<file path="src/rtl/sha0_sha1_hash_engine_unit_defines.svh">
// Assertion macros for the hash engine RTL, included by sha_fifo
`ifndef SHA0_SHA1_HASH_ENGINE_UNIT_DEFINES_SVH
`define SHA0_SHA1_HASH_ENGINE_UNIT_DEFINES_SVH

// Condition must hold on every clock edge out of reset
`define SHA_CHK(lbl, cond, msg) \
    lbl: assert property (@(posedge i_clk) disable iff (!i_rst_n) (cond)) else $error(msg);

// Antecedent implies consequent in the following cycle
`define SHA_CHK_NEXT(lbl, ante, cons, msg) \
    lbl: assert property (@(posedge i_clk) disable iff (!i_rst_n) (ante) |=> (cons)) \
        else $error(msg);

`endif

</file>
<file path="src/rtl/sha_pkg.sv">
`timescale 1ns / 1ps
// ----------------------------------------------------------------------------
// sha_pkg
// Shared types and constants of the SHA-0 / SHA-1 hash engine.
// ----------------------------------------------------------------------------
package sha_pkg;

    // queue entry: one big-endian block word plus final-word and overflow flags
    typedef struct packed {
        logic [31:0] word;
        logic        fin;
        logic        ovf;
    } t_qent;

    localparam logic [31:0] IV0 = 32'h67452301;
    localparam logic [31:0] IV1 = 32'hEFCDAB89;
    localparam logic [31:0] IV2 = 32'h98BADCFE;
    localparam logic [31:0] IV3 = 32'h10325476;
    localparam logic [31:0] IV4 = 32'hC3D2E1F0;

    localparam logic [7:0] PAD_BYTE = 8'h80;
    // word position of the high length word inside a block
    localparam logic [3:0] LEN_WORD_IDX = 4'd14;
    localparam logic [6:0] LAST_ROUND   = 7'd79;
    localparam logic [2:0] LAST_DIGEST  = 3'd4;

    // register index, taken from paddr[2]
    localparam logic [0:0] REG_HASH_MODE = 1'b0;

    function automatic logic [31:0] iv_word(input logic [2:0] idx);
        logic [31:0] v;
        unique case (idx)
            3'd0:    v = IV0;
            3'd1:    v = IV1;
            3'd2:    v = IV2;
            3'd3:    v = IV3;
            default: v = IV4;
        endcase
        return v;
    endfunction

endpackage

</file>
<file path="src/rtl/sha_fifo.sv">
`timescale 1ns / 1ps
// ----------------------------------------------------------------------------
// sha_fifo
// Short word queue between the byte front end and the compression core.
// ----------------------------------------------------------------------------
`include "sha0_sha1_hash_engine_unit_defines.svh"
module sha_fifo #(
    parameter int DEPTH = 4
) (
    input  logic           i_clk,
    input  logic           i_rst_n,
    input  logic           i_push,
    input  sha_pkg::t_qent i_data,
    output logic           o_full,
    input  logic           i_pop,
    output logic           o_valid,
    output sha_pkg::t_qent o_data
);
    localparam int PW = (DEPTH > 1) ? $clog2(DEPTH) : 1;
    localparam int CW = $clog2(DEPTH + 1);

    sha_pkg::t_qent r_mem [DEPTH];
    logic [PW-1:0]  r_wp, r_rp;
    logic [CW-1:0]  r_cnt;

    assign o_full  = (r_cnt == CW'(DEPTH));
    assign o_valid = (r_cnt != '0);
    assign o_data  = r_mem[r_rp];

    // storage
    always_ff @(posedge i_clk) begin
        if (i_push) begin
            r_mem[r_wp] <= i_data;
        end
    end

    // pointers and fill count
    always_ff @(posedge i_clk) begin
        if (!i_rst_n) begin
            r_wp  <= '0;
            r_rp  <= '0;
            r_cnt <= '0;
        end else begin
            if (i_push) begin
                r_wp <= (r_wp == PW'(DEPTH - 1)) ? '0 : r_wp + 1'b1;
            end
            if (i_pop) begin
                r_rp <= (r_rp == PW'(DEPTH - 1)) ? '0 : r_rp + 1'b1;
            end
            if (i_push && !i_pop) begin
                r_cnt <= r_cnt + 1'b1;
            end else if (!i_push && i_pop) begin
                r_cnt <= r_cnt - 1'b1;
            end
        end
    end

    `SHA_CHK(a_no_overflow, !(i_push && o_full && !i_pop), "push into full queue")
    `SHA_CHK(a_no_underflow, !(i_pop && !o_valid), "pop from empty queue")
    `SHA_CHK(a_cnt_range, r_cnt <= CW'(DEPTH), "queue count out of range")
endmodule

</file>
<file path="src/rtl/sha_front.sv">
`timescale 1ns / 1ps
// ----------------------------------------------------------------------------
// sha_front
// Packs message bytes into words, counts length and generates padding.
// ----------------------------------------------------------------------------
module sha_front (
    input  logic           i_clk,
    input  logic           i_rst_n,
    input  logic           i_in_valid,
    output logic           o_in_ready,
    input  logic [7:0]     i_data_byte,
    input  logic           i_byte_valid,
    input  logic           i_last_item,
    output logic           o_push,
    output sha_pkg::t_qent o_push_data,
    input  logic           i_full
);
    typedef enum logic [2:0] {F_IDLE, F_PAD, F_ZERO, F_LENH, F_LENL} t_fstate;

    t_fstate     r_state;
    logic [32:0] r_cnt;
    logic        r_ovf;
    logic [31:0] r_acc;
    logic [3:0]  r_widx;
    logic        w_fire;
    logic [32:0] n_cnt;
    logic [31:0] w_pad;

    assign o_in_ready = (r_state == F_IDLE) && !i_full;
    assign w_fire     = i_in_valid && o_in_ready;
    assign n_cnt      = r_cnt + 33'd1;

    // final data word with the 0x80 marker after the held bytes
    always_comb begin
        unique case (r_cnt[1:0])
            2'd0:    w_pad = {sha_pkg::PAD_BYTE, 24'd0};
            2'd1:    w_pad = {r_acc[7:0], sha_pkg::PAD_BYTE, 16'd0};
            2'd2:    w_pad = {r_acc[15:0], sha_pkg::PAD_BYTE, 8'd0};
            default: w_pad = {r_acc[23:0], sha_pkg::PAD_BYTE};
        endcase
    end

    // word toward the queue
    always_comb begin
        o_push      = 1'b0;
        o_push_data = '{word: 32'd0, fin: 1'b0, ovf: r_ovf};
        unique case (r_state)
            F_IDLE: begin
                o_push = w_fire && i_byte_valid && (r_cnt[1:0] == 2'd3);
                o_push_data.word = {r_acc[23:0], i_data_byte};
            end
            F_PAD: begin
                o_push = !i_full;
                o_push_data.word = w_pad;
            end
            F_ZERO: begin
                o_push = !i_full;
            end
            F_LENH: begin
                o_push = !i_full;
                o_push_data.word = {28'd0, r_cnt[32:29]};
            end
            default: begin
                o_push = !i_full;
                o_push_data.word = {r_cnt[28:0], 3'd0};
                o_push_data.fin  = 1'b1;
            end
        endcase
    end

    // byte collection and padding sequencer
    always_ff @(posedge i_clk) begin
        if (!i_rst_n) begin
            r_state <= F_IDLE;
            r_cnt   <= '0;
            r_ovf   <= 1'b0;
            r_widx  <= '0;
        end else begin
            unique case (r_state)
                F_IDLE: begin
                    if (w_fire) begin
                        if (i_byte_valid) begin
                            r_acc <= {r_acc[23:0], i_data_byte};
                            r_cnt <= n_cnt;
                            if (n_cnt[32] || n_cnt == '0) begin
                                r_ovf <= 1'b1;
                            end
                        end
                        if (i_last_item) begin
                            r_state <= F_PAD;
                        end
                    end
                end
                F_PAD: begin
                    if (!i_full) begin
                        r_widx  <= r_cnt[5:2] + 4'd1;
                        r_state <= (r_cnt[5:2] + 4'd1 == sha_pkg::LEN_WORD_IDX) ? F_LENH : F_ZERO;
                    end
                end
                F_ZERO: begin
                    if (!i_full) begin
                        r_widx <= r_widx + 4'd1;
                        if (r_widx + 4'd1 == sha_pkg::LEN_WORD_IDX) begin
                            r_state <= F_LENH;
                        end
                    end
                end
                F_LENH: begin
                    if (!i_full) begin
                        r_state <= F_LENL;
                    end
                end
                default: begin
                    if (!i_full) begin
                        r_state <= F_IDLE;
                        r_cnt   <= '0;
                        r_ovf   <= 1'b0;
                    end
                end
            endcase
        end
    end
endmodule

</file>
<file path="src/rtl/sha_core.sv">
`timescale 1ns / 1ps
// ----------------------------------------------------------------------------
// sha_core
// Loads 16 block words, runs 80 rounds, updates the chain, emits digest after the final block.
// ----------------------------------------------------------------------------
module sha_core (
    input  logic           i_clk,
    input  logic           i_rst_n,
    input  logic           i_mode,
    input  logic           i_qvalid,
    input  sha_pkg::t_qent i_qdata,
    output logic           o_pop,
    output logic           o_valid,
    input  logic           i_ready,
    output logic [31:0]    o_word,
    output logic [2:0]     o_index,
    output logic           o_last,
    output logic           o_too_long
);
    typedef enum logic [1:0] {C_LOAD, C_ROUND, C_ADD, C_OUT} t_cstate;

    t_cstate     r_state;
    logic [31:0] r_w [16];
    logic [31:0] r_h [5];
    logic [31:0] r_a, r_b, r_c, r_d, r_e;
    logic [6:0]  r_t;
    logic [3:0]  r_ld;
    logic [2:0]  r_oidx;
    logic        r_fin, r_ovf;
    logic [31:0] w_x, w_next, w_f, w_k, w_sum;

    assign o_pop      = (r_state == C_LOAD) && i_qvalid;
    assign o_valid    = (r_state == C_OUT);
    assign o_index    = r_oidx;
    assign o_last     = (r_oidx == sha_pkg::LAST_DIGEST);
    assign o_too_long = r_ovf;
    assign o_word     = r_h[r_oidx];

    // schedule expansion
    assign w_x    = r_w[13] ^ r_w[8] ^ r_w[2] ^ r_w[0];
    assign w_next = i_mode ? {w_x[30:0], w_x[31]} : w_x;

    // round function and constant
    always_comb begin
        if (r_t < 7'd20) begin
            w_f = r_d ^ (r_b & (r_c ^ r_d));
            w_k = 32'h5A827999;
        end else if (r_t < 7'd40) begin
            w_f = r_b ^ r_c ^ r_d;
            w_k = 32'h6ED9EBA1;
        end else if (r_t < 7'd60) begin
            w_f = (r_b & r_c) | (r_b & r_d) | (r_c & r_d);
            w_k = 32'h8F1BBCDC;
        end else begin
            w_f = r_b ^ r_c ^ r_d;
            w_k = 32'hCA62C1D6;
        end
    end
    assign w_sum = {r_a[26:0], r_a[31:27]} + w_f + r_e + w_k + r_w[0];

    // datapath registers
    always_ff @(posedge i_clk) begin
        if (o_pop) begin
            for (int i = 0; i < 15; i++) r_w[i] <= r_w[i+1];
            r_w[15] <= i_qdata.word;
            if (r_ld == 4'd15) begin
                {r_a, r_b, r_c, r_d, r_e} <= {r_h[0], r_h[1], r_h[2], r_h[3], r_h[4]};
                r_fin <= i_qdata.fin;
                r_ovf <= i_qdata.ovf;
            end
        end
        if (r_state == C_ROUND) begin
            for (int i = 0; i < 15; i++) r_w[i] <= r_w[i+1];
            r_w[15] <= w_next;
            r_e <= r_d;
            r_d <= r_c;
            r_c <= {r_b[1:0], r_b[31:2]};
            r_b <= r_a;
            r_a <= w_sum;
        end
    end

    // control and chain value
    always_ff @(posedge i_clk) begin
        if (!i_rst_n) begin
            r_state <= C_LOAD;
            r_ld    <= '0;
            r_t     <= '0;
            r_oidx  <= '0;
            for (int i = 0; i < 5; i++) r_h[i] <= sha_pkg::iv_word(3'(i));
        end else begin
            unique case (r_state)
                C_LOAD: begin
                    if (o_pop) begin
                        r_ld <= r_ld + 4'd1;
                        if (r_ld == 4'd15) begin
                            r_t     <= '0;
                            r_state <= C_ROUND;
                        end
                    end
                end
                C_ROUND: begin
                    r_t <= r_t + 7'd1;
                    if (r_t == sha_pkg::LAST_ROUND) begin
                        r_state <= C_ADD;
                    end
                end
                C_ADD: begin
                    r_h[0] <= r_h[0] + r_a;
                    r_h[1] <= r_h[1] + r_b;
                    r_h[2] <= r_h[2] + r_c;
                    r_h[3] <= r_h[3] + r_d;
                    r_h[4] <= r_h[4] + r_e;
                    r_oidx  <= '0;
                    r_state <= r_fin ? C_OUT : C_LOAD;
                end
                default: begin
                    if (i_ready) begin
                        if (r_oidx == sha_pkg::LAST_DIGEST) begin
                            for (int i = 0; i < 5; i++) r_h[i] <= sha_pkg::iv_word(3'(i));
                            r_state <= C_LOAD;
                        end else begin
                            r_oidx <= r_oidx + 3'd1;
                        end
                    end
                end
            endcase
        end
    end
endmodule

</file>
<file path="src/rtl/sha0_sha1_hash_engine_unit.sv">
`timescale 1ns / 1ps
// ----------------------------------------------------------------------------
// sha0_sha1_hash_engine_unit
// SHA-1 / SHA-0 message hash, one byte per item, five digest words out.
// ----------------------------------------------------------------------------
// Usage:
//  Input stream: one message byte per item; byte_valid marks real bytes and
//  tlast ends the message (tlast with byte_valid low ends an empty message).
//  Output stream: five 32-bit digest words, word_index 0..4, tlast on the
//  fifth, tuser set on all five if the message passed 2^32-1 bytes.
//  hash_mode (APB, address 0): 1 = SHA-1, 0 = SHA-0; write only while idle.
//  Throughput: a byte is taken per cycle while the 4-word queue has room.
//  The core pops block words only between compressions: a 64-byte block is
//  loaded (queue drain, then one word per four bytes), then runs 80 rounds
//  and one add step. After tlast the front end pads (up to 18 words), then
//  one or two block compressions run before digest word 0 appears.
//  While padding the input is held off. A stalled receiver holds the digest
//  words; the front end keeps taking bytes of the next message until the
//  queue fills. Reset restores SHA-1 mode, the initial chain and count zero.
module sha0_sha1_hash_engine_unit #(
    parameter int QUEUE_DEPTH = 4
) (
    input  logic        i_clk,
    input  logic        i_rst_n,
    input  logic        i_s_tvalid,
    output logic        o_s_tready,
    input  logic [15:0] i_s_tdata,   // [7:0] data_byte, [8] byte_valid, rest zero
    input  logic        i_s_tlast,   // last_item
    output logic        o_m_tvalid,
    input  logic        i_m_tready,
    output logic [39:0] o_m_tdata,   // [31:0] digest_word, [34:32] word_index
    output logic        o_m_tlast,   // last_word
    output logic        o_m_tuser,   // too_long
    input  logic        i_psel,
    input  logic        i_penable,
    input  logic        i_pwrite,
    input  logic [2:0]  i_paddr,
    input  logic [31:0] i_pwdata,
    output logic [31:0] o_prdata,
    output logic        o_pready
);
    logic           r_mode;
    logic           w_push, w_full, w_pop, w_qvalid;
    sha_pkg::t_qent w_pdata, w_qdata;
    logic [31:0]    w_word;
    logic [2:0]     w_idx;

    // configuration register
    assign o_pready = 1'b1;
    assign o_prdata = (i_paddr[2] == sha_pkg::REG_HASH_MODE) ? {31'd0, r_mode} : 32'd0;
    always_ff @(posedge i_clk) begin
        if (!i_rst_n) begin
            r_mode <= 1'b1;
        end else if (i_psel && i_penable && i_pwrite &&
                     i_paddr[2] == sha_pkg::REG_HASH_MODE) begin
            r_mode <= i_pwdata[0];
        end
    end

    sha_front u_front (
        .i_clk        (i_clk),
        .i_rst_n      (i_rst_n),
        .i_in_valid   (i_s_tvalid),
        .o_in_ready   (o_s_tready),
        .i_data_byte  (i_s_tdata[7:0]),
        .i_byte_valid (i_s_tdata[8]),
        .i_last_item  (i_s_tlast),
        .o_push       (w_push),
        .o_push_data  (w_pdata),
        .i_full       (w_full)
    );

    sha_fifo #(.DEPTH(QUEUE_DEPTH)) u_fifo (
        .i_clk   (i_clk),
        .i_rst_n (i_rst_n),
        .i_push  (w_push),
        .i_data  (w_pdata),
        .o_full  (w_full),
        .i_pop   (w_pop),
        .o_valid (w_qvalid),
        .o_data  (w_qdata)
    );

    sha_core u_core (
        .i_clk      (i_clk),
        .i_rst_n    (i_rst_n),
        .i_mode     (r_mode),
        .i_qvalid   (w_qvalid),
        .i_qdata    (w_qdata),
        .o_pop      (w_pop),
        .o_valid    (o_m_tvalid),
        .i_ready    (i_m_tready),
        .o_word     (w_word),
        .o_index    (w_idx),
        .o_last     (o_m_tlast),
        .o_too_long (o_m_tuser)
    );

    assign o_m_tdata = {5'd0, w_idx, w_word};
endmodule
</file>
<file path="config.mk">
export PLATFORM = sky130hd
export DESIGN_NAME = sha0_sha1_hash_engine_unit
export DESIGN_NICKNAME = d
export VERILOG_FILES = /design/src/rtl/sha_pkg.sv /design/src/rtl/sha_fifo.sv /design/src/rtl/sha_front.sv /design/src/rtl/sha_core.sv /design/src/rtl/sha0_sha1_hash_engine_unit.sv
export VERILOG_INCLUDE_DIRS = /design/src /design/src/rtl
export SDC_FILE = /design/constraint.sdc
export NUM_CORES = 2
export LEC_CHECK = 0
export BUFFER_PORTS_ARGS = -buffer_cell sky130_fd_sc_hd__buf_4
export CORE_MARGIN = 3
export CORE_UTILIZATION = 63
export CTS_CLUSTER_DIAMETER = 80
export DETAILED_ROUTE_END_ITERATION = 7
export PLACE_DENSITY = 0.88
export SYNTH_ARGS = -nofsm -noshare
export SYNTH_HDL_FRONTEND = slang
export SYNTH_HIERARCHICAL = 1
export SYNTH_SLANG_ARGS = --single-unit
</file>
<file path="constraint.sdc">
create_clock -name i_clk -period 10.93 [get_ports i_clk]
set_input_delay 3.279 -clock i_clk [delete_from_list [all_inputs] [get_ports i_clk]]
set_output_delay 3.279 -clock i_clk [all_outputs]
set_load 0.01 [all_outputs]
</file>
# Word-level counts from Yosys, hierarchy flattened
# Memory sizes are Yosys's and may differ from the RTL's. A register that Yosys moved wholly into a read port is not among the register bits.
# Cells that the tools add are included.
# Widths: inputs -> output; s select.
# classes
add_sub_neg,19
n_mul,0
div,0
order_cmp,3
n_eq_ne,30
shift,0
mux,135
bitwise_logic,42
reduce_logical,42
# op_table
op,n
$mux 32,72
$add 32x32->32,9
$xor 32x32->32,7
$and 32x32->32,4
$pmux 32 s4,1
$mux 33,3
$pmux 32 s3,1
$pmux 33 s2,1
$or 32x32->32,2
$mux 3,13
$add 33x1->33 const B,1
$logic_not 33->1,1
$mux 31,1
$or 1x1->1,26
$mux 1,23
$mux 2,10
$ne 2x2->1 const B,10
$lt 7x6->1 const B,2
$mux 7,2
$pmux 7 s2,1
$add 4x1->4 const B,3
$eq 2x2->1 const B,6
$eq 4x4->1 const B,3
$pmux 3 s4,1
33 further kinds,68
# word_totals
register_bits,251
latch_bits,0
ram_bits,808
rom_bits,0
inputBits,59
output_inout_bits,77
wordCells,294
mem_count,3
# mem_list
memory,depth,width,read_ports,rd_clocked_by_memory_dff,write_ports,line_no,rtl
u_core.r_w,16,32,16,0,16,sha_core.sv:23,logic [31:0] r_w [16];
u_core.r_h,5,32,6,1,5,sha_core.sv:24,logic [31:0] r_h [5];
u_fifo.r_mem,4,34,1,1,1,sha_fifo.sv:22,sha_pkg::t_qent r_mem [DEPTH];

# Logic depth before layout (Yosys ltp)
# logic_depth
depth_word,11
ltp_mapped,26
ltp_nobuf,25

# Hierarchy
# The synthesis kept the hierarchy.
# by_module_without_submodules
mod,n_inst,cells_per_inst,area_per_inst_um2,seq_area_each_um2
sha_core,1,3314,44236.2,25424.4
sha_fifo,1,222,5413.9,4264.1
sha_front,1,501,4202.8,1541.5
sha0_sha1_hash_engine_unit,1,45,357.8,20.0

# Least setup slack after synthesis
# No wires, ideal clock.
# synth_path
path_type,input -> register
startpoint,input i_rst_n
endpoint,memory u_core.r_h[0][0] (enable)
setup_time_ns,0.558
t_arrival_ns,7.628
t_required_ns,10.372
path_slack_ns,2.744
stages,3
n_path_buf,1
path_cell_list,clkbuf_1 > clkinv_1 > a311o_1
# synth_rtl
item,line_no,rtl
from (decl),sha0_sha1_hash_engine_unit.sv:24,"input logic i_rst_n,"
to (decl),sha_core.sv:24,

# Worst setup path in the final report
# layout_path
startpoint,register u_core.r_t[2]
endpoint,"register u_core.r_a[23], data pin"
# layout_between
elab_chain_cells,9
word_cells_on_any_way,14
classes_between,4 x add/sub; 3 x order compare; 7 x mux
# layout_rtl
item,line_no,rtl
from (decl),sha_core.sv:26,logic [6:0] r_t;
from (signal assigned),sha_core.sv:103,r_t <= r_t + 7'd1;
$lt 7x6->1,sha_core.sv:51,end else if (r_t < 7'd60) begin
$mux 32,sha_core.sv:51,
$mux 32,sha_core.sv:48,end else if (r_t < 7'd40) begin
$mux 32,sha_core.sv:45,if (r_t < 7'd20) begin
$add 32x32->32 (2 in a row),sha_core.sv:59,"assign w_sum = {r_a[26:0], r_a[31:27]} + w_f + r_e + w_k + r_w[0];"
$add 32x32->32 (*) (2 in a row),sha_core.sv:59,
$mux 32 (*),sha_core.sv:72,if (r_state == C_ROUND) begin
to (signal assigned),sha_core.sv:67,"{r_a, r_b, r_c, r_d, r_e} <= {r_h[0], r_h[1], r_h[2], r_h[3], r_h[4]};"
to (signal assigned),sha_core.sv:79,r_a <= w_sum;
to (decl),sha_core.sv:25,"logic [31:0] r_a, r_b, r_c, r_d, r_e;"
# Every way passes the cells marked *; elsewhere a longest branch is shown, timed or not.
# A chain may end at the register's enable or synchronous reset.

==> results.txt <==
status: finished with violations
failing checks: DRC
unrepaired setup endpoints after global routing: false
Routed WL per cell: 25.1 um
Final Wtd Congestion: 0.947
layout cells sized above 1: 13.8%
postcts setup bufs: 0
maximum VDD drop: 350 uV
cts hold-fix bufs: 0
CP Launch Point: u_core/r_t[2]$_SDFFE_PN0P_
H-Tree Depth: 3
Crit. End Element: flop
final setup TNS: 0 ps
post-synthesis register bit count: 1064
initial antenna violation count: 2
synthesized area per cell: 13.3 sq um
DR iter-0 viols: 4607
global-route wire length before repair: 205000 um
Worst Max-Slew Pin Slew: 1210 ps
Tmin final: 8640 ps
critical path class: reg2reg
top fanout value on the critical path: 36
Yosys cell types: 108
worst endpoint required time: 11360 ps
nets: 4537
Worst slew margin: 19.6%
final setup margin: 2290 ps
DRC Markers: 1
pin count of the biggest net entering global routing: 225
port buffer count: 58
clock sink total: 1064
Top FF cell, synth: edfxtp_1
Clk pin slew, worst setup/hold paths: 60 ps
Highest Clock Rate: 116 MHz
Die Wd: 299 um
fin. max-slew vios: 0
detailed placer's ending HPWL: 86400 um
Chip Height: 299 um
highest-count cells in the layout ignoring fill and taps: edfxtp_1, inv_1, nand2_1
Max-Cap Viols: 0
Leak: 21.4 nW
via/cell ratio: 6.58
Initial Utilization: 64.2%
PD cells: 352 nW/um^2
Via Count: 35300
synthesized cell area: 54200 sq um
synth-to-layout area growth: 9.09%
antenna-violating nets left: 0
CTS tree: built
FF-to-FF Start: u_core/r_t[2]$_SDFFE_PN0P_
YS warnings: 6
hold path start: u_core/r_w[1][133]$_DFFE_PP_
fraction of registers with async set/reset: 0%
Post-synth EDFFs: 994
clock root buffer master: clkbuf_16
Worst EP arrival: 9070 ps
post-CTS resize count: 0
clock skew: 46.3 ps
endpoints failing setup: 0
CTS max path bufs: 3
commonest non-fill, non-tap cell in the layout: edfxtp_1
Hold Path Class: reg2reg
Tcrit/Tclk final: 79.1%
CP Launch Type: flop
Cell Chain, Critical Path: o21a_1, nor3_4, buf_4, nand2b_1, inv_1, nor2_2, clkinv_1, a222oi_1, fa_1, fa_1, fa_1, inv_1, ha_1, inv_1, fa_1, nor2b_1, o31a_1, o21ai_1, a2111oi_0, o2111ai_1, o211ai_1, a21boi_1, xnor2_1, mux2_2
DR pass1 iterations: 8
# IOs: 136
vias in the first global route: 34500
Top cell by count, worst path: fa_1
Cell Rows: 106
Post-Syn Instances: 4082
final hold violation count: 0
global route overflow: 0
final core utilization: 70.0%
Total Die Area: 89600 sq um
Core ar.: 84500 sq um
Place WS: 2810 ps
worst skew pair latency: 700 ps
Slowest cell on crit path: clkinv_1
number of buffers created by CTS: 106
register area share after synthesis: 57.6%
Total Wirelength: 134000 um
slowest cell delay on critical path: 870 ps
Tot GR Track Use: 29.8%
worst paths after layout:
| kind | cells past startpoint | slack (ps) | endpoint |
|---|---|---|---|
| max | 24 | 2290 | u_core/r_a[23]$_DFFE_PP_ |
| min | 0 | 410 | u_core/r_w[1][101]$_DFFE_PP_ |
| max reg2reg | 24 | 2290 | u_core/r_a[23]$_DFFE_PP_ |
| min reg2reg | 0 | 410 | u_core/r_w[1][101]$_DFFE_PP_ |
logic make-up after synthesis:
group,after synthesis,share of synthesized area [%]
XOR/XNOR,273,4.41
other,2,0.0139
flip-flops,1064,57.6
multiplexers,293,7.41
AO/OA/AOI/OAI,770,9.49
adder cells (fa/ha/maj),340,9.59
buffers and inverters,488,3.82
AND/OR/NAND/NOR,852,7.61
sequential cells by signal, summed over array words and instances, names as in the netlist, 7 cells and up, named ones only:
name	count
u_front/r_cnt	33
u_core/r_w	512
u_fifo/r_mem	136
u_core/r_b	32
u_core/r_d	32
u_front/r_acc	24
u_core/r_e	32
u_core/r_c	32
u_core/r_a	32
u_core/r_h	160
u_core/r_t	7
synth_stat cells (all sizes together), types with 25 or more instances:
library cell / n / area, sq um
dfxtp: 70 / 1400
fa: 126 / 2520
a21oi: 231 / 1170
ha: 214 / 2680
xnor2: 196 / 1720
nor3: 61 / 315
a211oi: 32 / 255
buf: 78 / 532
clkbuf: 98 / 369
a222oi: 30 / 300
o21a: 39 / 293
a21o: 69 / 518
mux2: 195 / 2200
nand3: 51 / 268
o21ai: 162 / 811
inv: 308 / 1160
nand4: 34 / 234
edfxtp: 994 / 29800
mux2i: 32 / 320
and3: 29 / 181
nor2: 224 / 851
xor2: 77 / 674
mux4: 66 / 1500
or3: 25 / 166
nor2b: 35 / 219
nand2: 287 / 1080
nand2b: 29 / 181
critical path, delay by kind of cell, from the launching register on:
kind,cells,cell delay (ps)
flip-flops,1,400
AO/OA/AOI/OAI,8,2660
multiplexers,1,260
AND/OR/NAND/NOR,4,760
XOR/XNOR,1,150
adder cells (fa/ha/maj),5,2230
buffers and inverters,5,1870
metrics by stage:
stage               cells  hold WS, ps  area (sq um)  power [W]
CTS                  5362          402         59100     0.0207
global route         5362          414         59100     0.0220
global placement     5164          400         55600     0.0161
finish               5363          407         59100     0.0208
floorplan            4117          400         54300     0.0144
detailed placement   5164          405         55600     0.0166
per-layer routing:
layer,global-route usage [%],wire [um],vias up
met5,0,13,-
met4,14.4,7210,2
met3,5.05,13700,453
met2,47.9,63800,2342
met1,40.0,49600,17300
li1,-,-,15200
cell type report:
class / instances / area (sq um)
Fill cell: 5184 / 25300
Multi-Input combinational cell: 2565 / 21100
Inverter: 312 / 1170
Antenna cell: 1 / 2.50
Tap cell: 1134 / 1420
Sequential cell: 1064 / 31300
Clock inverter: 82 / 832
Clock buffer: 116 / 2710
Timing Repair Buffer: 89 / 681
report_power, final:
group	internal [W]	switching (W)	leakage [nW]	total [W]
sequential	0.00679	0.000944	9.79	0.00773
combinational	0.00362	0.00576	9.86	0.00938
clock	0.00209	0.00163	1.73	0.00372
No activity file was read; power rests on OpenSTA's default activity.
